$ cat src/qts_pkg.sv
// Shared types, byte codes and helpers for the quoted token splitter.
// Depends on nothing; every other file of the block but qts_if imports it.
package qts_pkg;

  localparam int unsigned QTS_FIFO_DEPTH = 2;

  localparam logic [7:0] CH_SPACE  = 8'h20;
  localparam logic [7:0] CH_TAB    = 8'h09;
  localparam logic [7:0] CH_CR     = 8'h0D;
  localparam logic [7:0] CH_LF     = 8'h0A;
  localparam logic [7:0] CH_HASH   = 8'h23;
  localparam logic [7:0] CH_SEMI   = 8'h3B;
  localparam logic [7:0] CH_DQUOTE = 8'h22;
  localparam logic [7:0] CH_SQUOTE = 8'h27;
  localparam logic [7:0] CH_BSLASH = 8'h5C;

  typedef enum logic [2:0] {
    MODE_NORMAL  = 3'd0,
    MODE_TOKEN   = 3'd1,
    MODE_ESCAPE  = 3'd2,
    MODE_QUOTE   = 3'd3,
    MODE_COMMENT = 3'd4,
    MODE_ESC_CR  = 3'd5
  } mode_e;

  typedef enum logic {
    KIND_BYTE = 1'b0,
    KIND_END  = 1'b1
  } kind_e;

  // One queued action: a first result and an optional trailing end mark.
  typedef struct packed {
    kind_e      kind;
    logic [7:0] data;
    logic       second_end;
  } qts_entry_t;

  typedef struct packed {
    logic       valid;
    qts_entry_t entry;
  } qts_push_t;

  typedef struct packed {
    logic full;
    logic empty;
  } qts_fifo_st_t;

  function automatic logic is_space(input logic [7:0] b);
    return (b == CH_SPACE) || (b == CH_TAB) || (b == CH_CR) || (b == CH_LF);
  endfunction

endpackage

$ cat src/qts_if.sv
// Valid/ready channel interfaces for the quoted token splitter.
// Standalone; carries input bytes in and token results out.
interface qts_in_if;
  logic       valid;
  logic       ready;
  logic [7:0] in_byte;
  logic       in_last;

  modport source (output valid, output in_byte, output in_last, input ready);
  modport sink (input valid, input in_byte, input in_last, output ready);
endinterface

interface qts_out_if;
  logic       valid;
  logic       ready;
  logic       out_kind;
  logic [7:0] out_byte;
  logic       out_last;

  modport source (output valid, output out_kind, output out_byte, output out_last,
                  input ready);
  modport sink (input valid, input out_kind, input out_byte, input out_last,
                output ready);
endinterface

$ cat src/qts_front.sv
// Front end: accepts input bytes, tracks the tokenizer mode and queues actions.
// Depends on qts_pkg and qts_in_if.
module qts_front (
  input  logic                clk_i,
  input  logic                rst_ni,
  qts_in_if.sink              in_i,
  input  qts_pkg::qts_fifo_st_t fifo_st_i,
  output qts_pkg::qts_push_t  push_o
);
  import qts_pkg::*;

  mode_e      mode_q, mode_d;
  logic       erm_q, erm_d;
  logic       qd_q, qd_d;
  logic       thb_q, thb_d;
  logic       ts_q, ts_d;

  mode_e      mode_eff;
  logic       done;
  logic       do_tok;
  logic       tok_ts;
  logic [7:0] b;
  logic       accept;

  assign in_i.ready = !fifo_st_i.full;
  assign accept     = in_i.valid && !fifo_st_i.full;
  assign b          = in_i.in_byte;

  always_comb begin
    mode_d = mode_q;
    erm_d  = erm_q;
    qd_d   = qd_q;
    thb_d  = thb_q;
    ts_d   = ts_q;
    push_o = '0;
    done   = 1'b0;
    do_tok = 1'b0;
    tok_ts = ts_q;
    mode_eff = mode_q;

    if (mode_q == MODE_ESC_CR) begin
      mode_eff = erm_q ? MODE_QUOTE : MODE_TOKEN;
      if (b == CH_LF) begin
        push_o.valid      = 1'b1;
        push_o.entry.kind = KIND_BYTE;
        push_o.entry.data = b;
        thb_d = 1'b1;
        done  = 1'b1;
      end
    end
    mode_d = mode_eff;

    if (!done) begin
      case (mode_eff)
        MODE_TOKEN: begin
          do_tok = 1'b1;
        end
        MODE_ESCAPE: begin
          push_o.valid      = 1'b1;
          push_o.entry.kind = KIND_BYTE;
          push_o.entry.data = b;
          thb_d  = 1'b1;
          mode_d = (b == CH_CR) ? MODE_ESC_CR : (erm_q ? MODE_QUOTE : MODE_TOKEN);
        end
        MODE_QUOTE: begin
          if (b == (qd_q ? CH_DQUOTE : CH_SQUOTE)) begin
            mode_d = MODE_TOKEN;
          end else if (b == CH_BSLASH) begin
            mode_d = MODE_ESCAPE;
            erm_d  = 1'b1;
          end else begin
            push_o.valid      = 1'b1;
            push_o.entry.kind = KIND_BYTE;
            push_o.entry.data = b;
            thb_d = 1'b1;
          end
        end
        MODE_COMMENT: begin
          if (b == CH_CR || b == CH_LF) begin
            mode_d = MODE_NORMAL;
          end
        end
        default: begin
          mode_d = MODE_NORMAL;
          if (!is_space(b)) begin
            do_tok = 1'b1;
            tok_ts = 1'b0;
          end
        end
      endcase
    end

    if (do_tok) begin
      if (b == CH_BSLASH) begin
        mode_d = MODE_ESCAPE;
        erm_d  = 1'b0;
        ts_d   = 1'b1;
      end else if (b == CH_DQUOTE || b == CH_SQUOTE) begin
        mode_d = MODE_QUOTE;
        qd_d   = (b == CH_DQUOTE);
        ts_d   = 1'b1;
      end else if (b == CH_HASH || b == CH_SEMI || is_space(b)) begin
        if (tok_ts) begin
          push_o.valid      = 1'b1;
          push_o.entry.kind = KIND_END;
          push_o.entry.data = '0;
          thb_d = 1'b0;
        end
        mode_d = is_space(b) ? MODE_NORMAL : MODE_COMMENT;
        ts_d   = 1'b0;
      end else begin
        push_o.valid      = 1'b1;
        push_o.entry.kind = KIND_BYTE;
        push_o.entry.data = b;
        thb_d  = 1'b1;
        mode_d = MODE_TOKEN;
        ts_d   = 1'b1;
      end
    end

    // flush a token that holds bytes, then drop all state
    if (in_i.in_last) begin
      if (thb_d) begin
        if (push_o.valid) begin
          push_o.entry.second_end = 1'b1;
        end else begin
          push_o.valid      = 1'b1;
          push_o.entry.kind = KIND_END;
          push_o.entry.data = '0;
        end
      end
      mode_d = MODE_NORMAL;
      erm_d  = 1'b0;
      qd_d   = 1'b0;
      thb_d  = 1'b0;
      ts_d   = 1'b0;
    end

    if (!accept) begin
      push_o.valid = 1'b0;
    end
  end

  always_ff @(posedge clk_i or negedge rst_ni) begin
    if (!rst_ni) begin
      mode_q <= MODE_NORMAL;
      erm_q  <= 1'b0;
      qd_q   <= 1'b0;
      thb_q  <= 1'b0;
      ts_q   <= 1'b0;
    end else if (accept) begin
      mode_q <= mode_d;
      erm_q  <= erm_d;
      qd_q   <= qd_d;
      thb_q  <= thb_d;
      ts_q   <= ts_d;
    end
  end

endmodule

$ cat src/qts_fifo.sv
// Short action queue between the front and back ends.
// Depends on qts_pkg for the entry and status types.
module qts_fifo #(
  parameter int unsigned Depth = qts_pkg::QTS_FIFO_DEPTH
) (
  input  logic                  clk_i,
  input  logic                  rst_ni,
  input  qts_pkg::qts_push_t    push_i,
  input  logic                  pop_i,
  output qts_pkg::qts_entry_t   head_o,
  output qts_pkg::qts_fifo_st_t st_o
);
  import qts_pkg::*;

  localparam int unsigned PtrW = (Depth > 1) ? $clog2(Depth) : 1;
  localparam int unsigned CntW = $clog2(Depth + 1);
  localparam logic [PtrW-1:0] LastPtr = PtrW'(Depth - 1);
  localparam logic [CntW-1:0] FullCnt = CntW'(Depth);

  qts_entry_t            storage_q [Depth];
  logic [PtrW-1:0]       wr_ptr_q, wr_ptr_d;
  logic [PtrW-1:0]       rd_ptr_q, rd_ptr_d;
  logic [CntW-1:0]       count_q, count_d;
  logic                  do_push;
  logic                  do_pop;

  assign st_o.full  = (count_q == FullCnt);
  assign st_o.empty = (count_q == '0);
  assign do_push    = push_i.valid && !st_o.full;
  assign do_pop     = pop_i && !st_o.empty;
  assign head_o     = storage_q[rd_ptr_q];

  always_comb begin
    wr_ptr_d = wr_ptr_q;
    rd_ptr_d = rd_ptr_q;
    count_d  = count_q;
    if (do_push) begin
      wr_ptr_d = (wr_ptr_q == LastPtr) ? '0 : wr_ptr_q + 1'b1;
    end
    if (do_pop) begin
      rd_ptr_d = (rd_ptr_q == LastPtr) ? '0 : rd_ptr_q + 1'b1;
    end
    if (do_push && !do_pop) begin
      count_d = count_q + 1'b1;
    end else if (do_pop && !do_push) begin
      count_d = count_q - 1'b1;
    end
  end

  always_ff @(posedge clk_i or negedge rst_ni) begin
    if (!rst_ni) begin
      wr_ptr_q <= '0;
      rd_ptr_q <= '0;
      count_q  <= '0;
    end else begin
      wr_ptr_q <= wr_ptr_d;
      rd_ptr_q <= rd_ptr_d;
      count_q  <= count_d;
    end
  end

  always_ff @(posedge clk_i) begin
    if (do_push) begin
      storage_q[wr_ptr_q] <= push_i.entry;
    end
  end

endmodule

$ cat src/qts_back.sv
// Back end: expands queued actions into results through one output register.
// Depends on qts_pkg and qts_out_if.
module qts_back (
  input  logic                  clk_i,
  input  logic                  rst_ni,
  input  qts_pkg::qts_entry_t   head_i,
  input  qts_pkg::qts_fifo_st_t fifo_st_i,
  output logic                  pop_o,
  qts_out_if.source             out_o
);
  import qts_pkg::*;

  logic       valid_q, valid_d;
  kind_e      kind_q, kind_d;
  logic [7:0] data_q, data_d;
  logic       last_q, last_d;
  logic       pend_q, pend_d;
  logic       load;

  assign out_o.valid    = valid_q;
  assign out_o.out_kind = kind_q;
  assign out_o.out_byte = data_q;
  assign out_o.out_last = last_q;

  assign load = !valid_q || out_o.ready;

  always_comb begin
    valid_d = valid_q;
    kind_d  = kind_q;
    data_d  = data_q;
    last_d  = last_q;
    pend_d  = pend_q;
    pop_o   = 1'b0;
    if (load) begin
      if (pend_q) begin
        valid_d = 1'b1;
        kind_d  = KIND_END;
        data_d  = '0;
        last_d  = 1'b1;
        pend_d  = 1'b0;
      end else if (!fifo_st_i.empty) begin
        pop_o   = 1'b1;
        valid_d = 1'b1;
        kind_d  = head_i.kind;
        data_d  = head_i.data;
        last_d  = !head_i.second_end;
        pend_d  = head_i.second_end;
      end else begin
        valid_d = 1'b0;
      end
    end
  end

  always_ff @(posedge clk_i or negedge rst_ni) begin
    if (!rst_ni) begin
      valid_q <= 1'b0;
      pend_q  <= 1'b0;
    end else begin
      valid_q <= valid_d;
      pend_q  <= pend_d;
    end
  end

  always_ff @(posedge clk_i) begin
    kind_q <= kind_d;
    data_q <= data_d;
    last_q <= last_d;
  end

endmodule

$ cat src/quoted_token_splitter_unit.sv
// Quoted token splitter: argument-string bytes in, token bytes out.
// Each result passes through the action queue and then the output register.
// Throughput: one byte per cycle while the queue has room; a byte that yields two
// results holds the single output register for both, and the queue absorbs that.
// Reset: asynchronous, active low; clears mode state, queue pointers, output valid.
module quoted_token_splitter_unit #(
  parameter int unsigned FifoDepth = qts_pkg::QTS_FIFO_DEPTH
) (
  input  logic       clk_i,
  input  logic       rst_ni,
  qts_in_if.sink     in_i,
  qts_out_if.source  out_o
);
  import qts_pkg::*;

  qts_push_t    push;
  qts_entry_t   head;
  qts_fifo_st_t fifo_st;
  logic         pop;

  qts_front u_front (
    .clk_i     (clk_i),
    .rst_ni    (rst_ni),
    .in_i      (in_i),
    .fifo_st_i (fifo_st),
    .push_o    (push)
  );

  qts_fifo #(
    .Depth (FifoDepth)
  ) u_fifo (
    .clk_i  (clk_i),
    .rst_ni (rst_ni),
    .push_i (push),
    .pop_i  (pop),
    .head_o (head),
    .st_o   (fifo_st)
  );

  qts_back u_back (
    .clk_i     (clk_i),
    .rst_ni    (rst_ni),
    .head_i    (head),
    .fifo_st_i (fifo_st),
    .pop_o     (pop),
    .out_o     (out_o)
  );

`ifndef NO_ASSERTIONS
  a_end_zero: assert property (@(posedge clk_i) disable iff (!rst_ni)
    out_o.valid && out_o.out_kind |-> out_o.out_byte == 8'h00)
    else $error("end mark carries a non-zero byte");

  a_second_end: assert property (@(posedge clk_i) disable iff (!rst_ni)
    out_o.valid && out_o.ready && !out_o.out_last |=>
      out_o.valid && out_o.out_kind && out_o.out_last)
    else $error("trailing end mark missing after a non-final result");

  a_pop_nonempty: assert property (@(posedge clk_i) disable iff (!rst_ni)
    pop |-> !fifo_st.empty)
    else $error("queue popped while empty");
`endif

endmodule

$ cat src/flat_wrapper.sv
// flat-port wrapper written by rule: the top's interface ports become plain ports
module quoted_token_splitter_unit_flat import qts_pkg::*;
#(
  parameter int unsigned FifoDepth = qts_pkg::QTS_FIFO_DEPTH
)
  (clk_i, rst_ni, in_i_valid, in_i_in_byte, in_i_in_last, in_i_ready, out_o_valid, out_o_out_kind, out_o_out_byte, out_o_out_last, out_o_ready);
  qts_in_if in_i_i ();
  qts_out_if out_o_i ();
  input  logic clk_i;
  input  logic rst_ni;
  input wire logic [$bits(in_i_i.valid)-1:0] in_i_valid;
  input wire logic [$bits(in_i_i.in_byte)-1:0] in_i_in_byte;
  input wire logic [$bits(in_i_i.in_last)-1:0] in_i_in_last;
  output wire logic [$bits(in_i_i.ready)-1:0] in_i_ready;
  output wire logic [$bits(out_o_i.valid)-1:0] out_o_valid;
  output wire logic [$bits(out_o_i.out_kind)-1:0] out_o_out_kind;
  output wire logic [$bits(out_o_i.out_byte)-1:0] out_o_out_byte;
  output wire logic [$bits(out_o_i.out_last)-1:0] out_o_out_last;
  input wire logic [$bits(out_o_i.ready)-1:0] out_o_ready;
  assign in_i_i.valid = in_i_valid;
  assign in_i_i.in_byte = in_i_in_byte;
  assign in_i_i.in_last = in_i_in_last;
  assign in_i_ready = in_i_i.ready;
  assign out_o_valid = out_o_i.valid;
  assign out_o_out_kind = out_o_i.out_kind;
  assign out_o_out_byte = out_o_i.out_byte;
  assign out_o_out_last = out_o_i.out_last;
  assign out_o_i.ready = out_o_ready;
  quoted_token_splitter_unit #(.FifoDepth(FifoDepth)) u_core (.clk_i(clk_i), .rst_ni(rst_ni), .in_i(in_i_i), .out_o(out_o_i));
endmodule
$ cat config.mk
export PLATFORM = sky130hd
export DESIGN_NAME = quoted_token_splitter_unit_flat
export DESIGN_NICKNAME = d
export VERILOG_FILES = /design/src/qts_pkg.sv /design/src/qts_if.sv /design/src/qts_front.sv /design/src/qts_fifo.sv /design/src/qts_back.sv /design/src/quoted_token_splitter_unit.sv /design/src/flat_wrapper.sv
export SDC_FILE = /design/constraint.sdc
export NUM_CORES = 1
export LEC_CHECK = 0
export BUFFER_PORTS_ARGS = -buffer_cell sky130_fd_sc_hd__buf_2
export CAP_MARGIN = 40
export CORE_ASPECT_RATIO = 1.5
export CORE_MARGIN = 2
export CORE_UTILIZATION = 58
export CTS_BUF_LIST = sky130_fd_sc_hd__clkbuf_16
export DETAILED_ROUTE_END_ITERATION = 10
export GPL_TIMING_DRIVEN = 0
export PLACE_DENSITY_LB_ADDON = 0.25
export SYNTH_ARGS = -nofsm -noshare
export SYNTH_HDL_FRONTEND = slang
export SYNTH_HIERARCHICAL = 1
export SYNTH_SLANG_ARGS = --single-unit
$ cat constraint.sdc
create_clock -name clk_i -period 3.2 [get_ports clk_i]
set_clock_uncertainty 0.05 [all_clocks]
set_input_delay 0.32 -clock clk_i [delete_from_list [all_inputs] [get_ports clk_i]]
set_output_delay 0.32 -clock clk_i [all_outputs]
set_load 0.02 [all_outputs]
## Word level (Yosys, flattened, before mapping)

Memories as Yosys holds them, arrays and structs flattened.
Cells that the tools add are included.

- Output and inout bits: 12
- Register bits: 23
- Memories: 1
- RAM bits: 20
- Logic and storage cells: 146
- Bits of input ports: 13

- Reductions and logical operators: 28
- $add $sub $neg: 4
- Eq/ne operators: 18
- Muxes and demuxes: 82

Memory list:

| name | words | width | rd ports | clocked after memory_dff | write ports | RTL line | source |
|---|---|---|---|---|---|---|---|
| u_core.u_fifo.storage_q | 2 | 10 | 1 | 0 | 1 | qts_fifo.sv:20 | `qts_entry_t storage_q [Depth];` |

Operators with widths:

| cell | count |
|---|---|
| 2-to-1 mux 10 bit | 10 |
| 2-to-1 mux 1 bit | 48 |
| == test 8 x 6 -> 1 bit, second input constant | 5 |
| 2-to-1 mux 3 bit | 13 |
| == test 8 x 4 -> 1 bit, second input constant | 3 |
| 2-to-1 mux 11 bit | 2 |
| case mux 10 bit (2 select lines) | 1 |
| case mux 3 bit (4 select lines) | 1 |
| 2-to-1 mux 9 bit | 1 |
| == test 8 x 6 -> 1 bit | 1 |
| == test 8 x 7 -> 1 bit, second input constant | 1 |
| logical OR 1 bit | 8 |
| 2-to-1 mux 8 bit | 1 |
| == test 3 x 2 -> 1 bit, second input constant | 2 |
| == test 3 bit, second input constant | 2 |
| logical NOT 1 bit | 6 |
| 2-to-1 mux 2 bit | 3 |
| nonzero test 2 bit | 3 |
| logical AND 1 bit | 5 |
| case mux 1 bit (2 select lines) | 2 |
| AND reduction 2 bit | 2 |
| AND reduction 4 bit | 1 |
| OR reduction 4 bit | 1 |
| == test 3 x 1 -> 1 bit, second input constant | 1 |
| 8 further kinds | 9 |

## Longest topological paths before layout

Gate-level depths: netlist (run 1).

- Depth in word-level cells: 21
- Depth in mapped cells: 13
- Depth with buffers taken out: 12

## By module

Netlist (run 1), hierarchy kept.

By module, submodules not included:

| module | sequential area each (µm²) | cells an instance | area an instance (µm²) | instances |
|---|---|---|---|---|
| qts_front | 175.2 | 118 | 954.7 | 1 |
| qts_fifo | 700.7 | 50 | 927.1 | 1 |
| qts_back | 350.3 | 30 | 469.2 | 1 |

## Least setup slack after synthesis (run 1)

Ideal clock, no wire load.

- Path type: input-to-reg
- Start: input port in_i_in_byte[0]
- End: memory u_core/u_fifo/storage_q[0][0] (netlist bit) (enable)
- Library setup time: 376 ps
- Buffers on the path: 1
- Stages on the path: 9
- Arrival time: 2118 ps
- Data required time: 2774 ps
- Setup slack: 656 ps
- Cells stage by stage: buf_4 nor3b_1 o211ai_2 a31oi_2 nor4_2 nand3b_1 a21oi_1 nand2_2 nor2_1

RTL lines:

| element | RTL line | source |
|---|---|---|
| start, declared | flat_wrapper.sv:12 | `input wire logic [$bits(in_i_i.in_byte)-1:0] in_i_in_byte;` |
| end, declared | qts_fifo.sv:20 |  |

==> results of run 1 <==
-- sequential cells by signal, indices dropped and copies added (netlist names) --
name	flops
u_core/u_front/mode_q	3
u_core/u_fifo/wr_ptr_q	1
u_core/u_fifo/storage_q	20
u_core/u_front/qd_q	1
u_core/u_back/out_o.out_byte	8
u_core/u_back/out_o.valid	1
u_core/u_front/ts_q	1
u_core/u_back/pend_q	1
u_core/u_fifo/rd_ptr_q	1
u_core/u_back/out_o.out_last	1
u_core/u_back/out_o.out_kind	1
u_core/u_fifo/count_q	2
u_core/u_front/erm_q	1
u_core/u_front/thb_q	1
-- synthesized netlist by cell type, types with 4 or more instances --
cell type / n
sky130_fd_sc_hd__edfxtp_1: 30
sky130_fd_sc_hd__dfrtp_1: 13
sky130_fd_sc_hd__nor2b_1: 12
sky130_fd_sc_hd__nand2_1: 11
sky130_fd_sc_hd__mux2_1: 10
sky130_fd_sc_hd__nor2_1: 10
sky130_fd_sc_hd__and2_1: 8
sky130_fd_sc_hd__inv_1: 7
sky130_fd_sc_hd__a21oi_1: 6
sky130_fd_sc_hd__and3b_1: 4
sky130_fd_sc_hd__nand2b_1: 4
sky130_fd_sc_hd__o21ai_0: 4
sky130_fd_sc_hd__xnor2_1: 4
-- path summary, 6_finish.rpt --
check,start,end,slack (ns),cells after the start
max,u_core/u_front/mode_q[2],u_core/u_fifo/storage_q[0][4],0.25,8
min,in_i_in_last,u_core/u_front/ts_q,0.33,2
max reg2reg,u_core/u_front/mode_q[2],u_core/u_fifo/storage_q[0][4],0.25,8
min reg2reg,u_core/u_fifo/wr_ptr_q,u_core/u_fifo/wr_ptr_q,0.48,1
max in group asynchronous,rst_ni,u_core/u_front/mode_q[1],2.44,2
min in group asynchronous,rst_ni,u_core/u_fifo/rd_ptr_q,0.42,2
-- per-stage QoR --
stage	total power, mW	utilization [%]	setup WS, ns	cells
2_1_floorplan	1.41	-	0.656	198
3_3_place_gp	1.56	64.3	0.136	266
3_5_place_dp	1.61	64.3	0.113	266
4_1_cts	2.27	69.4	0.294	275
5_1_grt	2.37	69.5	0.104	276
6_report	2.26	69.5	0.253	276
-- power groups by stage --
| stage | registers, mW | logic (mW) | clock network (mW) |
|---|---|---|---|
| 3_5_place_dp | 0.914 | 0.696 | 0 |
| 6_report | 0.905 | 0.715 | 0.642 |
| 4_1_cts | 0.908 | 0.712 | 0.650 |
| 5_1_grt | 0.920 | 0.780 | 0.668 |
| 2_1_floorplan | 0.980 | 0.434 | 0 |
| 3_3_place_gp | 0.900 | 0.664 | 0 |
-- area by class of cell --
type | instances | area [sq um] | share of cell area (%)
timing repair buffer | 25 | 133 | 4.86
clock inverter | 3 | 63.8 | 2.34
tap | 45 | 56.3 | 2.06
multi-input combinational | 141 | 1050 | 38.6
buffer | 7 | 45.0 | 1.65
inverter | 7 | 26.3 | 0.963
clock buffer | 5 | 125 | 4.59
sequential | 43 | 1230 | 44.9
-- critical path, delay by kind of cell (launching register included) --
kind | cells | cell delay, ns
AOI/OAI and AO/OA | 2 | 0.55
DFF | 1 | 0.49
and+or+nand+nor | 6 | 1.48
-- logic make-up (layout without fill, tap and decap cells) --
kind of cell	count (synthesis)	count (layout)	share of synthesized area, %
DFF	43	43	52.2
and+or+nand+nor	80	80	22.0
xor gates and xnor gates	7	7	2.93
buffers and inverters	14	47	3.03
muxes	11	11	5.22
AOI/OAI and AO/OA	42	42	14.2
adders and majority gates	1	1	0.532
-- layer usage --
layer	vias up	part of all wire [%]	routed length, microns	track usage (%)
li1	804	-	-	-
met1	830	37	1900	24.4
met2	51	57	2900	45.9
met3	18	3.0	156	3.62
met4	0	3.2	165	13.1
met5	-	0	0	0
-- timing repair --
item                      4_1_cts  5_1_grt
hold buffers                    1        0
hold endpoints to repair       13        0
buffers inserted                0        0
==> flow_results.org, run 1 <==
** Outcome
- Status :: complete, no violations

** Placed design
- Count of input and output buffers :: 23
- In this run the cell area measured after placement is 2520 sq um.
- At the end of routability-driven placement, the weighted congestion stood at a little under 0.9.
- DP HPWL :: around 3800 microns

** Logic synthesis
- After synthesis the cells add up to 2350 sq um.
- Sequential cells were found to cover a little over half of the synthesized design area.
- Counting flops and latches in the post-synthesis netlist gives 43.
- By area the synthesized netlist is led by sky130_fd_sc_hd__edfxtp_1 (38%), sky130_fd_sc_hd__dfrtp_1 (14%), sky130_fd_sc_hd__mux2_1 (4.8%).
- The number of nets in the synthesized netlist is ~210.
- After synthesis, the mean cell area works out to about 12 sq um.
- In the synthesized netlist, the number of instances is about 200.
- Most used flip-flop cell after synthesis :: sky130_fd_sc_hd__edfxtp_1
- The synthesized design spends more area on one cell type than any other, namely sky130_fd_sc_hd__edfxtp_1.
- During synthesis, Yosys emitted a total of 6 warnings.
- The synthesized design devotes to its leading area cell type between 30% and 40% of total area.
- Synthesis instantiated 65 different standard cells from the library.
- Async S/R FF share, synth :: between 30% and 40%
- Yosys mapped a number of flops with a built-in enable equal to 30.

** Clock network
- Clock-pin slew was measured on the worst setup and hold paths at around 0.06 ns.
- TritonCTS built the clock tree.
- Count of H-tree levels built during CTS :: 2
- Clock Tree Buf Depth :: 2
- Number of clock sinks seen by CTS :: 43
- For the worst-skew pair, the clock arrives at the later sink with an insertion delay of 0.28 ns.
- Post_cts resized :: 0
- Inserted Clock Buffers :: 5
- Clk root buf :: sky130_fd_sc_hd__clkbuf_16

** Power and ir drop
- Switching share of power :: a little under a third
- Switching power summed over all nets :: around 700 uW
- Internal power comes to approximately 1.6 mW.
- Pwr/cell area :: roughly 830 nW/um^2
- For this design the static power due to leakage is between 1 and 1.5 nW.
- Maximum resistive drop on vdd :: 0.695 mV
- Sequential cells burn roughly 40% of the power.
- Combinational share of power :: between 30% and 40%
- Proportion of power drawn by the clock network :: between 20 and 30%

** Critical path
- Critical path arrival :: roughly 2.8 ns
- The signal on the critical path passes through nor2b_1 -> nand3_1 -> a21oi_2 -> nor4_2 -> nand3b_1 -> a21oi_1 -> nand2_2 -> nor2_1.
- Nature of the critical path endpoint :: flop
- Endpoint required time on the critical path :: approximately 3 ns
- The worst setup path is launched from a flop.
- Critical Path Fanout Max :: 10
- Highest cell delay on the worst timing path :: between 0.6 and 0.7 ns
- Cell with the largest stage delay on the worst path :: sky130_fd_sc_hd__nor2_1
- By startpoint and endpoint, the worst setup path is classified as flop to flop.

** Hold path
- Class of the most critical hold timing path :: primary input to flop

** Cells and area
- Leaving out fill and tap cells, the most frequent cell in the layout is sky130_fd_sc_hd__edfxtp_1.
- The filler cells instantiated in the layout total a little under 300.
- Share of cells above drive strength 1 :: between 20 and 25%
- Most frequent cells in the layout :: sky130_fd_sc_hd__edfxtp_1 (30), sky130_fd_sc_hd__buf_2 (25), sky130_fd_sc_hd__dfrtp_1 (13), sky130_fd_sc_hd__nor2b_1 (12), sky130_fd_sc_hd__nand2_1 (11)
- Design area :: approximately 2700 sq um
- Relative to the synthesized area, the layout overhead comes to 16.1%.
- The net count of the finished layout is between 200 and 250.
- Antenna Cells :: 0

** Flow run
- Number of violations of the max-capacitance limit :: 0

** Die
- Die width :: 56.0 microns
- The core region is just under 4000 sq um.
- Die Height :: 82.0 microns
- I/O pin cnt :: 25
- The floorplan has 28 rows.
- Die outline area :: around 4600 sq um
- For this configuration, the core starts out at a cell density of around three fifths.

** Drt
- After the first detailed-routing iteration, the DRC count stood at 73.
- DR vias/cell :: between 6 and 7
- Residual antenna-violating net count after detailed routing :: 0
- Overall via count from detail_route :: between 1.5k and 2k
- Drc violations :: 0
- First drt pass iteration count :: 5
- After detailed routing, the average wire length per cell comes to roughly 19 microns.
- The final layout contains routed wiring with a total length of between 5000 and 6000 microns.

** Global route
- Total routing resource utilization after global routing :: 23.8%
- Number of antenna violations at the first check in global routing :: 0
- The number of global-route vias before repair was approximately 1.7k.
- Summed over all layers, the global routing overflow is 0.
- Entering global routing, the biggest net connects 14 pins.
- Global-route wire length before repair :: approximately 8000 microns

** Timing
- The max-slew violation count is 0.
- Setup repair after global routing left no endpoint under its margin.
- Transition at the pin with the smallest max-transition slack :: ~0.79 ns
- Static timing analysis puts the maximum clock frequency at 339 MHz.
- For the final routed database, the setup TNS stands at 0 ns.
- Final critical-path share of the clock period :: 92.1%
- The worst path in the final design needs a cycle of 2.95 ns, including I/O delays and setup.
- Number of hold violations in the final report :: 0
- In this run the tightest slew margin relative to its limit is between 40 and 50%.
- Setup violations remaining at the end of the flow were counted as 0.
- Final hold analysis gives a worst-case slack of 0.331 ns.
Note: power is estimated with default switching activity, not from simulation.
==> run 2, diff against run 1 <==
- BUFFER_PORTS_ARGS: -buffer_cell sky130_fd_sc_hd__buf_2 -> not set
- CORE_UTILIZATION: 58 -> 63
- DONT_BUFFER_PORTS: not set -> 1
==> flow_results.org, run 2 (synthesis results as in run 1) <==
** Outcome
- The run finished with clean final reports.

** Global route
- Residual overflow from global routing :: 0 (unchanged)
- Number of antenna violations at the first check in global routing :: 0 (unchanged)
- The number of global-route vias before repair was 1646 (-5.8%).
- The largest net degree at the start of global routing came to 16 (+2).
- The wire length of the first global-routing pass was 8240 microns (+1.1%).
- Total routing resource utilization after global routing :: 27.3% (+3.5 points)

** Timing
- The share of the cycle needed by the critical path after routing was 88.2% (-3.9 points).
- The highest attainable clock frequency was 354 MHz (+4.4%).
- The minimum period implied by the final worst setup slack is 2.82 ns (-0.125 ns).
- The worst-margin pin slew is 0.629 ns (-0.164 ns).
- Setup repair after global routing left no endpoint under its margin.
- Headroom to the max-slew limit :: 57.9% (+11 points)
- Final sum of negative setup slack :: 0 ns (unchanged)
- The final worst setup slack was 0.379 ns (+0.125 ns).
- The setup-violating endpoint count in the final report came to 0 (unchanged).
- Final Max Tran Viols :: 0 (unchanged)
- The final number of hold-violating endpoints was 0 (unchanged).

** Critical path
- Critical path arrival :: 2.69 ns (-0.11 ns)
- Traced cell by cell, the critical path runs through nor2b_1 -> nand3_1 -> a21oi_2 -> nor4_2 -> nand3b_1 -> a21oi_1 -> nand2_2 -> nor2_2.
- The largest individual stage delay along the critical path comes from the cell sky130_fd_sc_hd__dfrtp_1.
- The worst-case register-to-register setup slack is 0.38 ns (+0.13 ns).
- Worst setup SP type :: flop
- Origin of the critical flop-to-flop path :: u_core/u_front/mode_q[2]
- Worst r2r dst :: u_core/u_fifo/storage_q[0][4]
- Critical Setup Path Class :: flop to flop
- Register-to-Register Path Depth :: 8 (unchanged)
- Critical Path Fanout Max :: 10 (unchanged)
- Nature of the critical path endpoint :: flop
- The required time of the critical path was 3.06 ns (about the same).
- Highest cell delay on the worst timing path :: 0.49 ns (-0.13 ns)

** Hold path
- The startpoint identified for the worst hold timing path is out_o_ready.
- Count of cells along the worst hold path :: 2 (unchanged)
- The worst hold path terminates at u_core/u_back/pend_q.
- The path class of the tightest hold or removal check is primary input to flop.

** Power and ir drop
- Switching power summed over all nets :: 714 uW (+0.71%)
- The proportion of total power due to net switching came to 34.5% (+3.2 points).
- Leakage power figure :: 0.995 nW (-11%)
- The share of total power in the clock network was 23.9% (-4.5 points).
- Sequential Power Share :: 48.6% (+8.6 points)
- The maximum resistive drop on vdd was 0.713 mV (+2.5%).
- Cell-internal power :: 1.35 mW (-13%)
- The share of power burned in combinational logic came to 27.5% (-4.1 points).
- The power density over the cells is 804 nW/um^2 (-3.0%).
- Total power :: 2.07 mW (-8.5%)

** Clock network
- TritonCTS built the clock tree.
- The maximum buffer depth of the clock tree is 2 (unchanged).
- The buffers inserted during post-CTS setup optimization came to 0 (unchanged).
- Clock slew at reported path FFs :: 0.06 ns (about the same)
- Count of H-tree levels built during CTS :: 2 (unchanged)
- The clock net sink count was 43 (unchanged).
- Clock network latency to the later pin of the worst-skew pair :: 0.28 ns (about the same)
- The cell sitting at the root of the clock tree is a sky130_fd_sc_hd__clkbuf_16.
- Inserted Clock Buffers :: 5 (unchanged)

** Drt
- The post-detailed-routing wire length came to 5190 microns (+1.4%).
- The number of iterations in the first detailed-routing pass was 4 (-1).
- The detailed-route vias per instance is 6.47 (+4.8%).
- Violation count after the first detailed-route iteration :: 64 (-12%)
- Drc violations :: 0 (unchanged)
- The count of vias placed by the detailed router came to 1623 (-4.7%).
- Wirelength per Cell :: 20.7 microns (+12%)
- The remaining antenna violation count after routing was 0 (unchanged).

** Die
- Die Height :: 78.8 microns (-3.9%)
- Die outline area :: 4250 sq um (-7.5%)
- Die width :: 53.9 microns (-3.8%)
- The area of the core region was 3610 sq um (-7.9%).
- Number of standard-cell rows in the floorplan :: 27 (-3.6%)
- The starting density of the core was 65.0% (+5.1 points).
- The I/O pin count was 25 (unchanged).

** Placed design
- DP HPWL :: 4060 microns (+6.5%)
- The placer congestion estimate was 0.907 (+3.6%).
- Placed Instances :: 241 (-9.4%)
- The worst-case setup slack after placement is 0.111 ns (-0.00141 ns).
- The count of input and output buffers was 0 (-100%).

** Cells and area
- Relative to the synthesized area, the layout overhead comes to 9.47%.
- The share of final-layout standard cells stronger than drive strength 1 is 16.8% (-7.4 points).
- Most common library cell in the layout ignoring fill and taps :: sky130_fd_sc_hd__edfxtp_1
- The number of antenna diodes was 0 (unchanged).
- Most frequent cells in the layout :: sky130_fd_sc_hd__edfxtp_1 (30), sky130_fd_sc_hd__dfrtp_1 (13), sky130_fd_sc_hd__nor2b_1 (12), sky130_fd_sc_hd__nand2_1 (11), sky130_fd_sc_hd__mux2_1 (10)
- Register with the highest flop count :: u_core/u_fifo/storage_q
- The final cell count without fillers is 251 (-9.1%).
- Final #Nets :: 221 (-9.4%)
- Final-layout fill cell count :: 258 (-11%)
- The number of flip-flops in the largest register is 20 (unchanged).

** Flow run
- Number of violations of the max-capacitance limit :: 0 (unchanged)
-- run 2: critical path, delay by kind of cell (launching register included) --
kind	cells	cell delay, ns
AND/OR/NAND/NOR	6	1.34
AO/OA/AOI/OAI	2	0.58
flip-flops	1	0.49
-- run 2: cell type report --
class	instances	area, sq um	share of cell area, %
sequential	43	1230	47.6
multi-input combinational	141	1060	41.0
clock buffer	5	125	4.86
tap	43	53.8	2.09
buffer	7	45.0	1.75
inverter	7	26.3	1.02
clock inverter	3	23.8	0.924
timing repair buffer	2	17.5	0.681
-- run 2: worst max-delay path by stage --
stage                        startpoint                             to  slack [ns]  depth (start not counted)
2_1_floorplan           in_i_in_byte[0]  u_core/u_fifo/storage_q[0][0]        0.66                          9
3_3_place_gp            in_i_in_byte[0]  u_core/u_fifo/storage_q[0][1]        0.27                          9
3_5_place_dp            in_i_in_byte[0]  u_core/u_fifo/storage_q[0][6]        0.11                          9
4_1_cts        u_core/u_front/mode_q[2]  u_core/u_fifo/storage_q[0][4]        0.17                          8
5_1_grt        u_core/u_front/mode_q[2]  u_core/u_fifo/storage_q[0][4]        0.24                          8
6_report       u_core/u_front/mode_q[2]  u_core/u_fifo/storage_q[0][4]        0.38                          8
-- run 2: power by group through the flow --
stage                     Sequential (mW)  Combinational, mW  Clock [mW]
after detailed placement             1.02              0.545           0
after global routing                 1.02              0.622       0.525
after global placement              0.994              0.493           0
after CTS                            1.01              0.558       0.503
final                                1.00              0.569       0.495
after floorplan                     0.980              0.434           0
-- run 2: timing repair --
| item | in CTS | in global routing |
|---|---|---|
| gates resized for setup | 0 | 1 |
| endpoints found under the setup margin | 0 | 10 |
| hold buffers | 1 | 0 |
| hold endpoints to repair | 13 | 0 |
-- run 2: routing by layer --
layer / part of all wire [%] / GRT usage (%)
met3: 3.9 / 4.89
met1: 37 / 29.3
met5: 0 / 0
met4: 3.0 / 10.5
met2: 56 / 50.1
-- run 2: per-stage QoR --
step | hold WS, ns | instance area [sq um] | util, %
2_1_floorplan | -0.0256 | 2350 | -
3_3_place_gp | -0.0253 | 2400 | 66.5
3_5_place_dp | -0.0254 | 2400 | 66.5
4_1_cts | 0.202 | 2560 | 70.9
5_1_grt | 0.205 | 2570 | 71.2
6_report | 0.207 | 2570 | 71.2
